$ cat src/hw/rtl/spo2_pkg.sv
package spo2_pkg;

  // Fixed datapath widths
  localparam int unsigned SUM_BITS   = 48;
  localparam int unsigned MUL_BITS   = 32;
  localparam int unsigned Y_BITS     = 31;
  localparam int unsigned EXP_BITS   = 6;
  localparam int unsigned FRAC_BITS  = 8;
  localparam int unsigned LOG_BITS   = EXP_BITS + FRAC_BITS;
  localparam int unsigned NUM_BITS   = 21;
  localparam int unsigned BEAT_BITS  = 4;
  localparam int unsigned PCT_BITS   = 7;

  // Defaults for the top-level parameters
  localparam int unsigned SAMPLE_BITS_DEF = 16;
  localparam int unsigned COUNT_BITS_DEF  = 16;

  // Ratio thresholds and scaling
  localparam int unsigned RATIO_SCALE = 100;
  localparam int unsigned RATIO_HI    = 66;
  localparam int unsigned RATIO_LO    = 50;

  // Beats between computations after reset
  localparam logic [BEAT_BITS-1:0] BEATS_RESET = BEAT_BITS'(3);

  // Saturation lookup
  localparam int unsigned TABLE_DEPTH = 43;
  localparam int unsigned IDX_BITS    = $clog2(TABLE_DEPTH);
  localparam int unsigned IDX_MAX     = TABLE_DEPTH - 1;
  localparam int unsigned SAT_FLOOR   = 93;
  localparam int unsigned SAT_CEIL    = 100;

  localparam logic [PCT_BITS-1:0] SAT_TABLE [TABLE_DEPTH] = '{
    7'd100, 7'd100, 7'd100, 7'd100, 7'd99, 7'd99, 7'd99, 7'd99, 7'd99, 7'd99,
    7'd98,  7'd98,  7'd98,  7'd98,  7'd98, 7'd97, 7'd97, 7'd97, 7'd97, 7'd97,
    7'd97,  7'd96,  7'd96,  7'd96,  7'd96, 7'd96, 7'd96, 7'd95, 7'd95, 7'd95,
    7'd95,  7'd95,  7'd95,  7'd94,  7'd94, 7'd94, 7'd94, 7'd94, 7'd93, 7'd93,
    7'd93,  7'd93,  7'd93
  };

  // Accumulate with saturation at all ones
  function automatic logic [SUM_BITS-1:0] sat_add(input logic [SUM_BITS-1:0] a,
                                                  input logic [SUM_BITS-1:0] b);
    logic [SUM_BITS:0] s;
    s = {1'b0, a} + {1'b0, b};
    return s[SUM_BITS] ? {SUM_BITS{1'b1}} : s[SUM_BITS-1:0];
  endfunction

endpackage

$ cat src/hw/rtl/spo2_smul.sv
// Radix-2 shift-add multiplier, one multiplier bit per cycle.
module spo2_smul #(
  parameter int unsigned OP_BITS = spo2_pkg::MUL_BITS
) (
  input  logic                   clk_i,
  input  logic                   rst_ni,
  input  logic                   start_i,
  input  logic [OP_BITS-1:0]     a_i,
  input  logic [OP_BITS-1:0]     b_i,
  output logic                   done_o,
  output logic [2*OP_BITS-1:0]   product_o
);

  localparam int unsigned CNT_BITS = $clog2(OP_BITS + 1);

  logic [CNT_BITS-1:0]  cnt_q;
  logic                 done_q;
  logic [OP_BITS-1:0]   a_q;
  logic [2*OP_BITS-1:0] prod_q, prod_d;
  logic [OP_BITS:0]     part;

  // Add multiplicand to the upper half when the low bit is set, then shift right
  always_comb begin
    part   = {1'b0, prod_q[2*OP_BITS-1:OP_BITS]} + (prod_q[0] ? {1'b0, a_q} : '0);
    prod_d = {part, prod_q[OP_BITS-1:1]};
  end

  // Step counter and done pulse
  always_ff @(posedge clk_i or negedge rst_ni) begin
    if (!rst_ni) begin
      cnt_q  <= '0;
      done_q <= 1'b0;
    end else if (start_i) begin
      cnt_q  <= CNT_BITS'(OP_BITS);
      done_q <= 1'b0;
    end else if (cnt_q != '0) begin
      cnt_q  <= cnt_q - CNT_BITS'(1);
      done_q <= (cnt_q == CNT_BITS'(1));
    end else begin
      done_q <= 1'b0;
    end
  end

  // Operand and partial product
  always_ff @(posedge clk_i) begin
    if (start_i) begin
      a_q    <= a_i;
      prod_q <= {{OP_BITS{1'b0}}, b_i};
    end else if (cnt_q != '0) begin
      prod_q <= prod_d;
    end
  end

  assign done_o    = done_q;
  assign product_o = prod_q;

endmodule

$ cat src/hw/rtl/spo2_sdiv.sv
// Restoring divider, one quotient bit per cycle.
module spo2_sdiv #(
  parameter int unsigned DVD_BITS = spo2_pkg::SUM_BITS,
  parameter int unsigned DVS_BITS = spo2_pkg::COUNT_BITS_DEF
) (
  input  logic                clk_i,
  input  logic                rst_ni,
  input  logic                start_i,
  input  logic [DVD_BITS-1:0] dividend_i,
  input  logic [DVS_BITS-1:0] divisor_i,
  output logic                done_o,
  output logic [DVD_BITS-1:0] quotient_o,
  output logic [DVS_BITS-1:0] remainder_o
);

  localparam int unsigned CNT_BITS = $clog2(DVD_BITS + 1);

  logic [CNT_BITS-1:0] cnt_q;
  logic                done_q;
  logic [DVD_BITS-1:0] dvd_q, dvd_d;
  logic [DVS_BITS-1:0] dvs_q;
  logic [DVS_BITS-1:0] rem_q, rem_d;
  logic [DVS_BITS:0]   trial, diff;
  logic                ge;

  // Shift in the next dividend bit and try a subtract
  always_comb begin
    trial = {rem_q, dvd_q[DVD_BITS-1]};
    diff  = trial - {1'b0, dvs_q};
    ge    = (trial >= {1'b0, dvs_q});
    rem_d = ge ? diff[DVS_BITS-1:0] : trial[DVS_BITS-1:0];
    dvd_d = {dvd_q[DVD_BITS-2:0], ge};
  end

  // Step counter and done pulse
  always_ff @(posedge clk_i or negedge rst_ni) begin
    if (!rst_ni) begin
      cnt_q  <= '0;
      done_q <= 1'b0;
    end else if (start_i) begin
      cnt_q  <= CNT_BITS'(DVD_BITS);
      done_q <= 1'b0;
    end else if (cnt_q != '0) begin
      cnt_q  <= cnt_q - CNT_BITS'(1);
      done_q <= (cnt_q == CNT_BITS'(1));
    end else begin
      done_q <= 1'b0;
    end
  end

  // Quotient shifts into the dividend register
  always_ff @(posedge clk_i) begin
    if (start_i) begin
      dvd_q <= dividend_i;
      dvs_q <= divisor_i;
      rem_q <= '0;
    end else if (cnt_q != '0) begin
      dvd_q <= dvd_d;
      rem_q <= rem_d;
    end
  end

  assign done_o      = done_q;
  assign quotient_o  = dvd_q;
  assign remainder_o = rem_q;

endmodule

$ cat src/hw/rtl/spo2_ratio_estimator_unit.sv
// Channel   Signals                                            Direction
// input     in_valid_i / in_ready_o, ir_ac_i, red_ac_i,        in
//           beat_detected_i, restart_i
// output    out_valid_o / out_ready_i, spo2_percent_o,         out
//           new_value_o
// config    cfg_we_i, cfg_wdata_i (beats_per_calc)             in
//
// One item at a time. A plain sample takes accept, two serial squarings in the shared
// multiplier, accumulate and output load. A restart item takes accept and output load.
// An item that completes a beat window adds up to three serial divides, a normalize
// shift per leading zero for each logarithm, up to sixteen squarings for the two
// logarithms and a store step.
// Reset is asynchronous and clears sums, counts and the stored saturation.
// A stalled output holds in its register; the next item is taken meanwhile and
// waits before the output load until the register frees up.
module spo2_ratio_estimator_unit #(
  parameter int unsigned SAMPLE_BITS = spo2_pkg::SAMPLE_BITS_DEF,
  parameter int unsigned COUNT_BITS  = spo2_pkg::COUNT_BITS_DEF
) (
  input  logic                                clk_i,
  input  logic                                rst_ni,
  input  logic                                in_valid_i,
  output logic                                in_ready_o,
  input  logic signed [SAMPLE_BITS-1:0]       ir_ac_i,
  input  logic signed [SAMPLE_BITS-1:0]       red_ac_i,
  input  logic                                beat_detected_i,
  input  logic                                restart_i,
  output logic                                out_valid_o,
  input  logic                                out_ready_i,
  output logic [spo2_pkg::PCT_BITS-1:0]       spo2_percent_o,
  output logic                                new_value_o,
  input  logic                                cfg_we_i,
  input  logic [spo2_pkg::BEAT_BITS-1:0]      cfg_wdata_i
);

  localparam int unsigned SUM_BITS  = spo2_pkg::SUM_BITS;
  localparam int unsigned MUL_BITS  = spo2_pkg::MUL_BITS;
  localparam int unsigned Y_BITS    = spo2_pkg::Y_BITS;
  localparam int unsigned EXP_BITS  = spo2_pkg::EXP_BITS;
  localparam int unsigned FRAC_BITS = spo2_pkg::FRAC_BITS;
  localparam int unsigned LOG_BITS  = spo2_pkg::LOG_BITS;
  localparam int unsigned NUM_BITS  = spo2_pkg::NUM_BITS;
  localparam int unsigned BEAT_BITS = spo2_pkg::BEAT_BITS;
  localparam int unsigned PCT_BITS  = spo2_pkg::PCT_BITS;
  localparam int unsigned IDX_BITS  = spo2_pkg::IDX_BITS;
  localparam int unsigned DVS_BITS  = (COUNT_BITS > LOG_BITS) ? COUNT_BITS : LOG_BITS;
  localparam int unsigned ITER_BITS = $clog2(FRAC_BITS);

  typedef enum logic [10:0] {
    ST_IDLE      = 11'b000_0000_0001,
    ST_SQ_IR     = 11'b000_0000_0010,
    ST_SQ_RED    = 11'b000_0000_0100,
    ST_ACC       = 11'b000_0000_1000,
    ST_DIV_IR    = 11'b000_0001_0000,
    ST_DIV_RED   = 11'b000_0010_0000,
    ST_NORM      = 11'b000_0100_0000,
    ST_LOG_MUL   = 11'b000_1000_0000,
    ST_DIV_RATIO = 11'b001_0000_0000,
    ST_STORE     = 11'b010_0000_0000,
    ST_FINISH    = 11'b100_0000_0000
  } state_e;

  state_e state_q, state_d;

  // Architectural state
  logic [SUM_BITS-1:0]   ir_sum_q, ir_sum_d;
  logic [SUM_BITS-1:0]   red_sum_q, red_sum_d;
  logic [COUNT_BITS-1:0] count_q, count_d;
  logic [BEAT_BITS-1:0]  beat_cnt_q, beat_cnt_d;
  logic [PCT_BITS-1:0]   sat_q, sat_d;
  logic [BEAT_BITS-1:0]  bpc_q;
  logic                  fresh_q, fresh_d;

  // Working registers
  logic [SAMPLE_BITS-1:0] red_q, red_d;
  logic                   beat_q, beat_d;
  logic [SUM_BITS-1:0]    norm_q, norm_d;
  logic [EXP_BITS-1:0]    exp_q, exp_d;
  logic [FRAC_BITS-1:0]   frac_q, frac_d;
  logic [ITER_BITS-1:0]   iter_q, iter_d;
  logic                   red_phase_q, red_phase_d;
  logic [LOG_BITS-1:0]    li_q, li_d;
  logic [IDX_BITS-1:0]    idx_q, idx_d;

  // Output register
  logic                out_valid_q, out_valid_d;
  logic [PCT_BITS-1:0] spo2_q, spo2_d;
  logic                new_q, new_d;

  // Shared arithmetic units
  logic                  mul_start, mul_done;
  logic [MUL_BITS-1:0]   mul_a;
  logic [2*MUL_BITS-1:0] mul_prod;
  logic                  div_start, div_done;
  logic [SUM_BITS-1:0]   div_dvd, div_quo;
  logic [DVS_BITS-1:0]   div_dvs, div_rem;

  // Misc datapath
  logic [SAMPLE_BITS-1:0] ir_raw, ir_mag, red_mag;
  logic [Y_BITS:0]        log_t;
  logic [LOG_BITS-1:0]    log_val;
  logic [NUM_BITS-1:0]    ratio_num;
  logic [BEAT_BITS-1:0]   beat_next;
  logic                   above_hi, above_lo;
  logic [SUM_BITS-1:0]    diff_hi, diff_lo;
  logic [IDX_BITS-1:0]    ratio_idx;

  spo2_smul #(
    .OP_BITS (MUL_BITS)
  ) u_mul (
    .clk_i     (clk_i),
    .rst_ni    (rst_ni),
    .start_i   (mul_start),
    .a_i       (mul_a),
    .b_i       (mul_a),
    .done_o    (mul_done),
    .product_o (mul_prod)
  );

  spo2_sdiv #(
    .DVD_BITS (SUM_BITS),
    .DVS_BITS (DVS_BITS)
  ) u_div (
    .clk_i       (clk_i),
    .rst_ni      (rst_ni),
    .start_i     (div_start),
    .dividend_i  (div_dvd),
    .divisor_i   (div_dvs),
    .done_o      (div_done),
    .quotient_o  (div_quo),
    .remainder_o (div_rem)
  );

  // Sample magnitudes
  assign ir_raw  = ir_ac_i;
  assign ir_mag  = ir_raw[SAMPLE_BITS-1] ? (~ir_raw + SAMPLE_BITS'(1)) : ir_raw;
  assign red_mag = red_q[SAMPLE_BITS-1] ? (~red_q + SAMPLE_BITS'(1)) : red_q;

  // Log iteration: square >> 30, take a fraction bit, renormalize
  assign log_t     = mul_prod[2*Y_BITS-1:Y_BITS-1];
  assign log_val   = {exp_q, frac_q[FRAC_BITS-2:0], log_t[Y_BITS]};
  assign ratio_num = NUM_BITS'(log_val) * NUM_BITS'(spo2_pkg::RATIO_SCALE);
  assign beat_next = beat_cnt_q + BEAT_BITS'(1);

  // Ratio to table index
  always_comb begin
    above_hi = (div_quo > SUM_BITS'(spo2_pkg::RATIO_HI)) ||
               ((div_quo == SUM_BITS'(spo2_pkg::RATIO_HI)) && (div_rem != '0));
    above_lo = (div_quo > SUM_BITS'(spo2_pkg::RATIO_LO)) ||
               ((div_quo == SUM_BITS'(spo2_pkg::RATIO_LO)) && (div_rem != '0));
    diff_hi  = div_quo - SUM_BITS'(spo2_pkg::RATIO_HI);
    diff_lo  = div_quo - SUM_BITS'(spo2_pkg::RATIO_LO);
    if (above_hi) begin
      ratio_idx = (diff_hi > SUM_BITS'(spo2_pkg::IDX_MAX)) ?
                  IDX_BITS'(spo2_pkg::IDX_MAX) : diff_hi[IDX_BITS-1:0];
    end else if (above_lo) begin
      ratio_idx = diff_lo[IDX_BITS-1:0];
    end else begin
      ratio_idx = '0;
    end
  end

  // Sequencer
  always_comb begin
    state_d     = state_q;
    ir_sum_d    = ir_sum_q;
    red_sum_d   = red_sum_q;
    count_d     = count_q;
    beat_cnt_d  = beat_cnt_q;
    sat_d       = sat_q;
    fresh_d     = fresh_q;
    red_d       = red_q;
    beat_d      = beat_q;
    norm_d      = norm_q;
    exp_d       = exp_q;
    frac_d      = frac_q;
    iter_d      = iter_q;
    red_phase_d = red_phase_q;
    li_d        = li_q;
    idx_d       = idx_q;
    out_valid_d = out_valid_q && !out_ready_i;
    spo2_d      = spo2_q;
    new_d       = new_q;
    mul_start   = 1'b0;
    mul_a       = MUL_BITS'(ir_mag);
    div_start   = 1'b0;
    div_dvd     = ir_sum_q;
    div_dvs     = DVS_BITS'(count_q);

    unique case (state_q)
      ST_IDLE: begin
        if (in_valid_i) begin
          red_d  = red_ac_i;
          beat_d = beat_detected_i;
          if (restart_i) begin
            ir_sum_d   = '0;
            red_sum_d  = '0;
            count_d    = '0;
            beat_cnt_d = '0;
            sat_d      = '0;
            fresh_d    = 1'b0;
            state_d    = ST_FINISH;
          end else begin
            mul_start = 1'b1;
            state_d   = ST_SQ_IR;
          end
        end
      end
      ST_SQ_IR: begin
        mul_a = MUL_BITS'(red_mag);
        if (mul_done) begin
          ir_sum_d  = spo2_pkg::sat_add(ir_sum_q, mul_prod[SUM_BITS-1:0]);
          mul_start = 1'b1;
          state_d   = ST_SQ_RED;
        end
      end
      ST_SQ_RED: begin
        if (mul_done) begin
          red_sum_d = spo2_pkg::sat_add(red_sum_q, mul_prod[SUM_BITS-1:0]);
          state_d   = ST_ACC;
        end
      end
      ST_ACC: begin
        if (count_q != {COUNT_BITS{1'b1}}) begin
          count_d = count_q + COUNT_BITS'(1);
        end
        fresh_d = 1'b0;
        state_d = ST_FINISH;
        if (beat_q) begin
          beat_cnt_d = beat_next;
          if (beat_next == bpc_q) begin
            div_start = 1'b1;
            div_dvs   = DVS_BITS'(count_d);
            state_d   = ST_DIV_IR;
          end
        end
      end
      ST_DIV_IR: begin
        if (div_done) begin
          if (div_quo <= SUM_BITS'(1)) begin
            idx_d   = '0;
            state_d = ST_STORE;
          end else begin
            norm_d      = div_quo;
            exp_d       = EXP_BITS'(SUM_BITS - 1);
            red_phase_d = 1'b0;
            state_d     = ST_NORM;
          end
        end
      end
      ST_DIV_RED: begin
        if (div_done) begin
          if (div_quo == '0) begin
            idx_d   = '0;
            state_d = ST_STORE;
          end else begin
            norm_d      = div_quo;
            exp_d       = EXP_BITS'(SUM_BITS - 1);
            red_phase_d = 1'b1;
            state_d     = ST_NORM;
          end
        end
      end
      ST_NORM: begin
        // one shift per cycle until the leading one reaches the top
        mul_a = MUL_BITS'(norm_q[SUM_BITS-1 -: Y_BITS]);
        if (norm_q[SUM_BITS-1]) begin
          frac_d    = '0;
          iter_d    = '0;
          mul_start = 1'b1;
          state_d   = ST_LOG_MUL;
        end else begin
          norm_d = {norm_q[SUM_BITS-2:0], 1'b0};
          exp_d  = exp_q - EXP_BITS'(1);
        end
      end
      ST_LOG_MUL: begin
        mul_a = MUL_BITS'(log_t[Y_BITS] ? log_t[Y_BITS:1] : log_t[Y_BITS-1:0]);
        if (mul_done) begin
          frac_d = {frac_q[FRAC_BITS-2:0], log_t[Y_BITS]};
          if (iter_q == ITER_BITS'(FRAC_BITS - 1)) begin
            div_start = 1'b1;
            if (!red_phase_q) begin
              li_d    = log_val;
              div_dvd = red_sum_q;
              state_d = ST_DIV_RED;
            end else begin
              div_dvd = SUM_BITS'(ratio_num);
              div_dvs = DVS_BITS'(li_q);
              state_d = ST_DIV_RATIO;
            end
          end else begin
            iter_d    = iter_q + ITER_BITS'(1);
            mul_start = 1'b1;
          end
        end
      end
      ST_DIV_RATIO: begin
        if (div_done) begin
          idx_d   = ratio_idx;
          state_d = ST_STORE;
        end
      end
      ST_STORE: begin
        ir_sum_d   = '0;
        red_sum_d  = '0;
        count_d    = '0;
        beat_cnt_d = '0;
        sat_d      = spo2_pkg::SAT_TABLE[idx_q];
        fresh_d    = 1'b1;
        state_d    = ST_FINISH;
      end
      ST_FINISH: begin
        if (!out_valid_q || out_ready_i) begin
          out_valid_d = 1'b1;
          spo2_d      = sat_q;
          new_d       = fresh_q;
          state_d     = ST_IDLE;
        end
      end
      default: begin
        state_d = ST_IDLE;
      end
    endcase
  end

  // Control and architectural state
  always_ff @(posedge clk_i or negedge rst_ni) begin
    if (!rst_ni) begin
      state_q     <= ST_IDLE;
      ir_sum_q    <= '0;
      red_sum_q   <= '0;
      count_q     <= '0;
      beat_cnt_q  <= '0;
      sat_q       <= '0;
      fresh_q     <= 1'b0;
      iter_q      <= '0;
      red_phase_q <= 1'b0;
      out_valid_q <= 1'b0;
    end else begin
      state_q     <= state_d;
      ir_sum_q    <= ir_sum_d;
      red_sum_q   <= red_sum_d;
      count_q     <= count_d;
      beat_cnt_q  <= beat_cnt_d;
      sat_q       <= sat_d;
      fresh_q     <= fresh_d;
      iter_q      <= iter_d;
      red_phase_q <= red_phase_d;
      out_valid_q <= out_valid_d;
    end
  end

  // Configuration register
  always_ff @(posedge clk_i or negedge rst_ni) begin
    if (!rst_ni) begin
      bpc_q <= spo2_pkg::BEATS_RESET;
    end else if (cfg_we_i) begin
      bpc_q <= cfg_wdata_i;
    end
  end

  // Payload registers
  always_ff @(posedge clk_i) begin
    red_q  <= red_d;
    beat_q <= beat_d;
    norm_q <= norm_d;
    exp_q  <= exp_d;
    frac_q <= frac_d;
    li_q   <= li_d;
    idx_q  <= idx_d;
    spo2_q <= spo2_d;
    new_q  <= new_d;
  end

  assign in_ready_o     = (state_q == ST_IDLE);
  assign out_valid_o    = out_valid_q;
  assign spo2_percent_o = spo2_q;
  assign new_value_o    = new_q;

endmodule

$ cat config.mk
export PLATFORM = sky130hd
export DESIGN_NAME = spo2_ratio_estimator_unit
export DESIGN_NICKNAME = d
export VERILOG_FILES = /design/src/hw/rtl/spo2_pkg.sv /design/src/hw/rtl/spo2_smul.sv /design/src/hw/rtl/spo2_sdiv.sv /design/src/hw/rtl/spo2_ratio_estimator_unit.sv
export SDC_FILE = /design/constraint.sdc
export NUM_CORES = 1
export LEC_CHECK = 0
export BUFFER_PORTS_ARGS = -buffer_cell sky130_fd_sc_hd__buf_2
export CORE_MARGIN = 2
export CORE_UTILIZATION = 40
export CTS_CLUSTER_DIAMETER = 60
export DETAILED_ROUTE_END_ITERATION = 8
export GPL_TIMING_DRIVEN = 0
export PLACE_DENSITY = 0.53
export SLEW_MARGIN = 5
export SYNTH_ARGS = -nofsm -noshare
export SYNTH_HDL_FRONTEND = slang
export SYNTH_SLANG_ARGS = --single-unit
$ cat constraint.sdc
create_clock -name clk_i -period 13.44 [get_ports clk_i]
set_clock_uncertainty 0.05 [all_clocks]
set_input_delay 2.688 -clock clk_i [delete_from_list [all_inputs] [get_ports clk_i]]
set_output_delay 2.688 -clock clk_i [all_outputs]
set_load 0.1 [all_outputs]
==> results.txt <==
* Maximum fanout count along the critical path: 10
* Layout filler cell count: 7282
* Post-route DRC: 0
- Cts-stage hold buffer count: 0
* Worst setup path category: flop to primary output
* Maximum Capacitance Violations: 0
- For this run, the total global-route usage over all layers was measured as 27.01%.
- Buf+Inv Stages, Crit Path: 1
* Final critical-path setup slack: 7.468 ns
- After detailed routing, the number of vias per cell comes to 5.962.
- During synthesis, Yosys emitted a total of 0 warnings.
- Clock tree from TritonCTS: yes
- Final number of setup-violating endpoints: 0
* Element type at the critical path start: flop
* Antenna violations before repair: 4
- The max-slew violation total from the final report was 0.
* Area of the die: 77650 sq um
- The path class of the tightest hold or removal check is flop to flop.
- Accumulated negative setup slack: 0 ns
- Root buf cell: sky130_fd_sc_hd__clkbuf_16
- Sequential cell area: 11860 sq um
- Reg2reg path depth: 9
* Mapped Nets: 3649
- The run finished with clean final reports.
- Clk pin slew, worst setup/hold paths: 0.06 ns
- Number of global-route vias before repair: 25880
- Most common library cells after synthesis: 406 x sky130_fd_sc_hd__nand2_1, 339 x sky130_fd_sc_hd__a21oi_1, 260 x sky130_fd_sc_hd__o21ai_0
- Routability-driven placement finished with a final weighted congestion of 0.9641.
- Ports placed on the boundary: 53
* Maximum number of pins on one net before global-route repair: 100
- Data on the critical path is required at its endpoint by 10.70 ns.
- Clock tree sinks: 437
- The first global-routing pass estimated 160400 um of wire.
- Clock Tree Buf Depth: 3
* Site row count: 100
* Kind of cell adding the most delay to the critical path: simple AND/OR/NAND/NOR gates
- CTS built an H-tree with a depth of 2.
- In the synthesized netlist the dominant register cell turns out to be sky130_fd_sc_hd__edfxtp_1.
* Fraction of layout cells with a size suffix above 1: 7.261%
- The routed design has 106900 um of wire.
- The net count of the finished layout is 3767.
- The detail route stage leaves a number of antenna-violating nets equal to 0.
- For this run, the top clock speed supported by timing is 0.1675 GHz.
* Area growth from synthesis to layout: 12.20%
- At the placement stage, the worst setup path has a slack of 7.747 ns.
* CP Cell Sequence: or4_1 -> nor2_1 -> nand2_1 -> nor4_2 -> buf_2
- Die span in y: 278.7 um
- After legalization and detailed placement, the total HPWL measured 84120 um.
- The largest total area in the synthesized netlist belongs to sky130_fd_sc_hd__edfxtp_1.
- A synthesized cell averages 8.914 sq um.
- Core Region: 74570 sq um
- For this run, asynchronously set or reset flops after synthesis account for 35.93%.
* Setup repair after global routing missed its margin: no
- Yosys attributes the largest share of cell area to sky130_fd_sc_hd__edfxtp_1 23%, sky130_fd_sc_hd__dfrtp_1 13%, sky130_fd_sc_hd__ha_1 8.6%, sky130_fd_sc_hd__a21oi_1 5.6%, sky130_fd_sc_hd__nand2_1 5.1%.
- Yosys top cell area share: 23.09%
- Initial core utilization: 40.46%
* Area of combinational cells with multiple inputs: 17200 sq um
* Largest voltage drop on the vdd net: 0.1029 mV
* # resized after CTS: 0
- The netlist uses 95 different library cells.
- Counting flops with a built-in enable in the synthesized netlist gives 232.
- Buffers placed on the I/O ports in this run total 51.
* Drt wl/cell: 23.63 um
- Die Span X: 278.7 um
- Placement Cell Area: 31810 sq um
- The worst setup path is captured at a primary output.
- Synthesis produced a netlist whose cell count is 3385.
- Most frequent cell after synthesis: sky130_fd_sc_hd__nand2_1
- Max_slew headroom: 27.81%
- After routing the design area is 33860 sq um.
- Number of buffers inserted by post-CTS setup repair: 0
* Flip-flop and latch count after synthesis: 437
* Period utilisation layout: 44.43%
* Fin. Hold Viols: 0
* Via count: 26980
* Worst Hold Path Cells: 0
- Critical-path top delay cell: sky130_fd_sc_hd__or4_1
* Total power per unit cell area: 192.5 nW/um^2
* Critical path depth in cells: 5
* TritonCTS Buffers: 58
- Total design power: 6.518 mW
- For this run, the detailed router's first-pass iteration total came to 6.
- For the pin with the worst max-slew slack, the measured transition is 1.079 ns.
- Drt initial violations: 2626
- Total congestion overflow after global routing: 0
* Clk_lat worst skew: 0.64 ns
* Minimum period implied by the final worst setup slack: 5.972 ns
- The largest single stage delay on the critical path is 0.64 ns.
* Leakage power of the design: 14.39 nW
* Cell area after technology mapping: 30180 sq um
- Across all register-to-register paths, the minimum setup slack is 8.48 ns.
- Arrival time at the worst endpoint: 3.23 ns
* Post-synthesis sequential area ratio: 39.30%
routing by layer:
layer / up-vias / track usage (%) / share of wire [%]
met1: 13130 / 38.55 / 45
met2: 1018 / 41.90 / 44
met3: 181 / 3.874 / 7.5
li1: 12650 / - / -
met4: 0 / 9.209 / 3.3
met5: - / 0 / 0
power breakdown:
| part | internal [mW] | total, mW | switching [mW] |
|---|---|---|---|
| clock | 0.975 | 1.64 | 0.661 |
| sequential | 1.78 | 2.31 | 0.533 |
| combinational | 1.01 | 2.57 | 1.56 |
| total | 3.76 | 6.52 | 2.76 |
placed cells by master (no fill, tap or decap), types with 44 or more instances in the layout:
master                      instances
sky130_fd_sc_hd__dfrtp_1          154
sky130_fd_sc_hd__nand3_1          103
sky130_fd_sc_hd__a21o_1            76
sky130_fd_sc_hd__xor2_1            75
sky130_fd_sc_hd__o21ai_0          260
sky130_fd_sc_hd__a211oi_1          44
sky130_fd_sc_hd__nand2_1          405
sky130_fd_sc_hd__a21oi_1          337
sky130_fd_sc_hd__ha_1             208
sky130_fd_sc_hd__nor3_1           101
sky130_fd_sc_hd__xnor2_1           97
sky130_fd_sc_hd__clkbuf_1         147
sky130_fd_sc_hd__inv_1            133
sky130_fd_sc_hd__nor2_1           228
sky130_fd_sc_hd__and2_1            50
sky130_fd_sc_hd__nand3b_1          53
sky130_fd_sc_hd__buf_2             72
sky130_fd_sc_hd__dfxtp_1           48
sky130_fd_sc_hd__clkbuf_16         63
sky130_fd_sc_hd__edfxtp_1         232
sky130_fd_sc_hd__mux2i_1           67
flip-flops by register name, summed over array words and instances (netlist names), 3 cells and up:
| signal | flops |
|---|---|
| red_q | 16 |
| state_q | 11 |
| u_div.remainder_o | 16 |
| norm_q | 48 |
| count_q | 16 |
| u_div.cnt_q | 6 |
| u_mul.cnt_q | 6 |
| u_mul.a_q | 31 |
| exp_q | 6 |
| u_mul.product_o | 64 |
| idx_q | 6 |
| sat_q | 6 |
| beat_cnt_q | 4 |
| u_div.dvs_q | 16 |
| red_sum_q | 48 |
| li_q | 14 |
| spo2_percent_o | 6 |
| ir_sum_q | 48 |
| frac_q | 7 |
| u_div.quotient_o | 48 |
| iter_q | 3 |
| bpc_q | 4 |
cell families after synthesis:
group	Yosys count	share of synthesized area, %
DFF	437	39.30
adders and majority gates	221	9.487
and+or+nand+nor	1170	18.94
buffers and inverters	298	3.811
AOI/OAI and AO/OA	980	19.75
muxes	107	3.715
xor gates and xnor gates	172	4.992
final cells by class:
| cell class | count | area share, % |
|---|---|---|
| multi-input cells | 2650 | 50.79 |
| flip-flops and latches | 437 | 35.03 |
| clock buffers | 77 | 4.900 |
| well taps | 969 | 3.581 |
| plain buffers | 162 | 1.888 |
| inverters | 136 | 1.508 |
| repair buffers | 58 | 1.168 |
| clock inverters | 33 | 1.112 |
| diodes | 3 | 0.02217 |
per-stage QoR:
step	cells	util [%]	hold WS (ns)
after global routing	4522	45.39	0.4169
final	4525	45.40	0.3985
after detailed placement	4412	42.66	0.3917
after floorplan	3385	-	0.3748
after CTS	4522	45.39	0.4018
after global placement	4405	42.43	0.3893
final timing paths:
| path | startpoint | endpoint |
|---|---|---|
| min in group asynchronous | rst_ni | beat_cnt_q[3] |
| min reg2reg | sat_q[0] | spo2_percent_o[0] |
| max | state_q[9] | in_ready_o |
| max reg2reg | state_q[9] | u_div.quotient_o[27] |
| min | sat_q[0] | spo2_percent_o[0] |
| max in group asynchronous | rst_ni | red_sum_q[40] |
(Power assumes the default switching activity.)
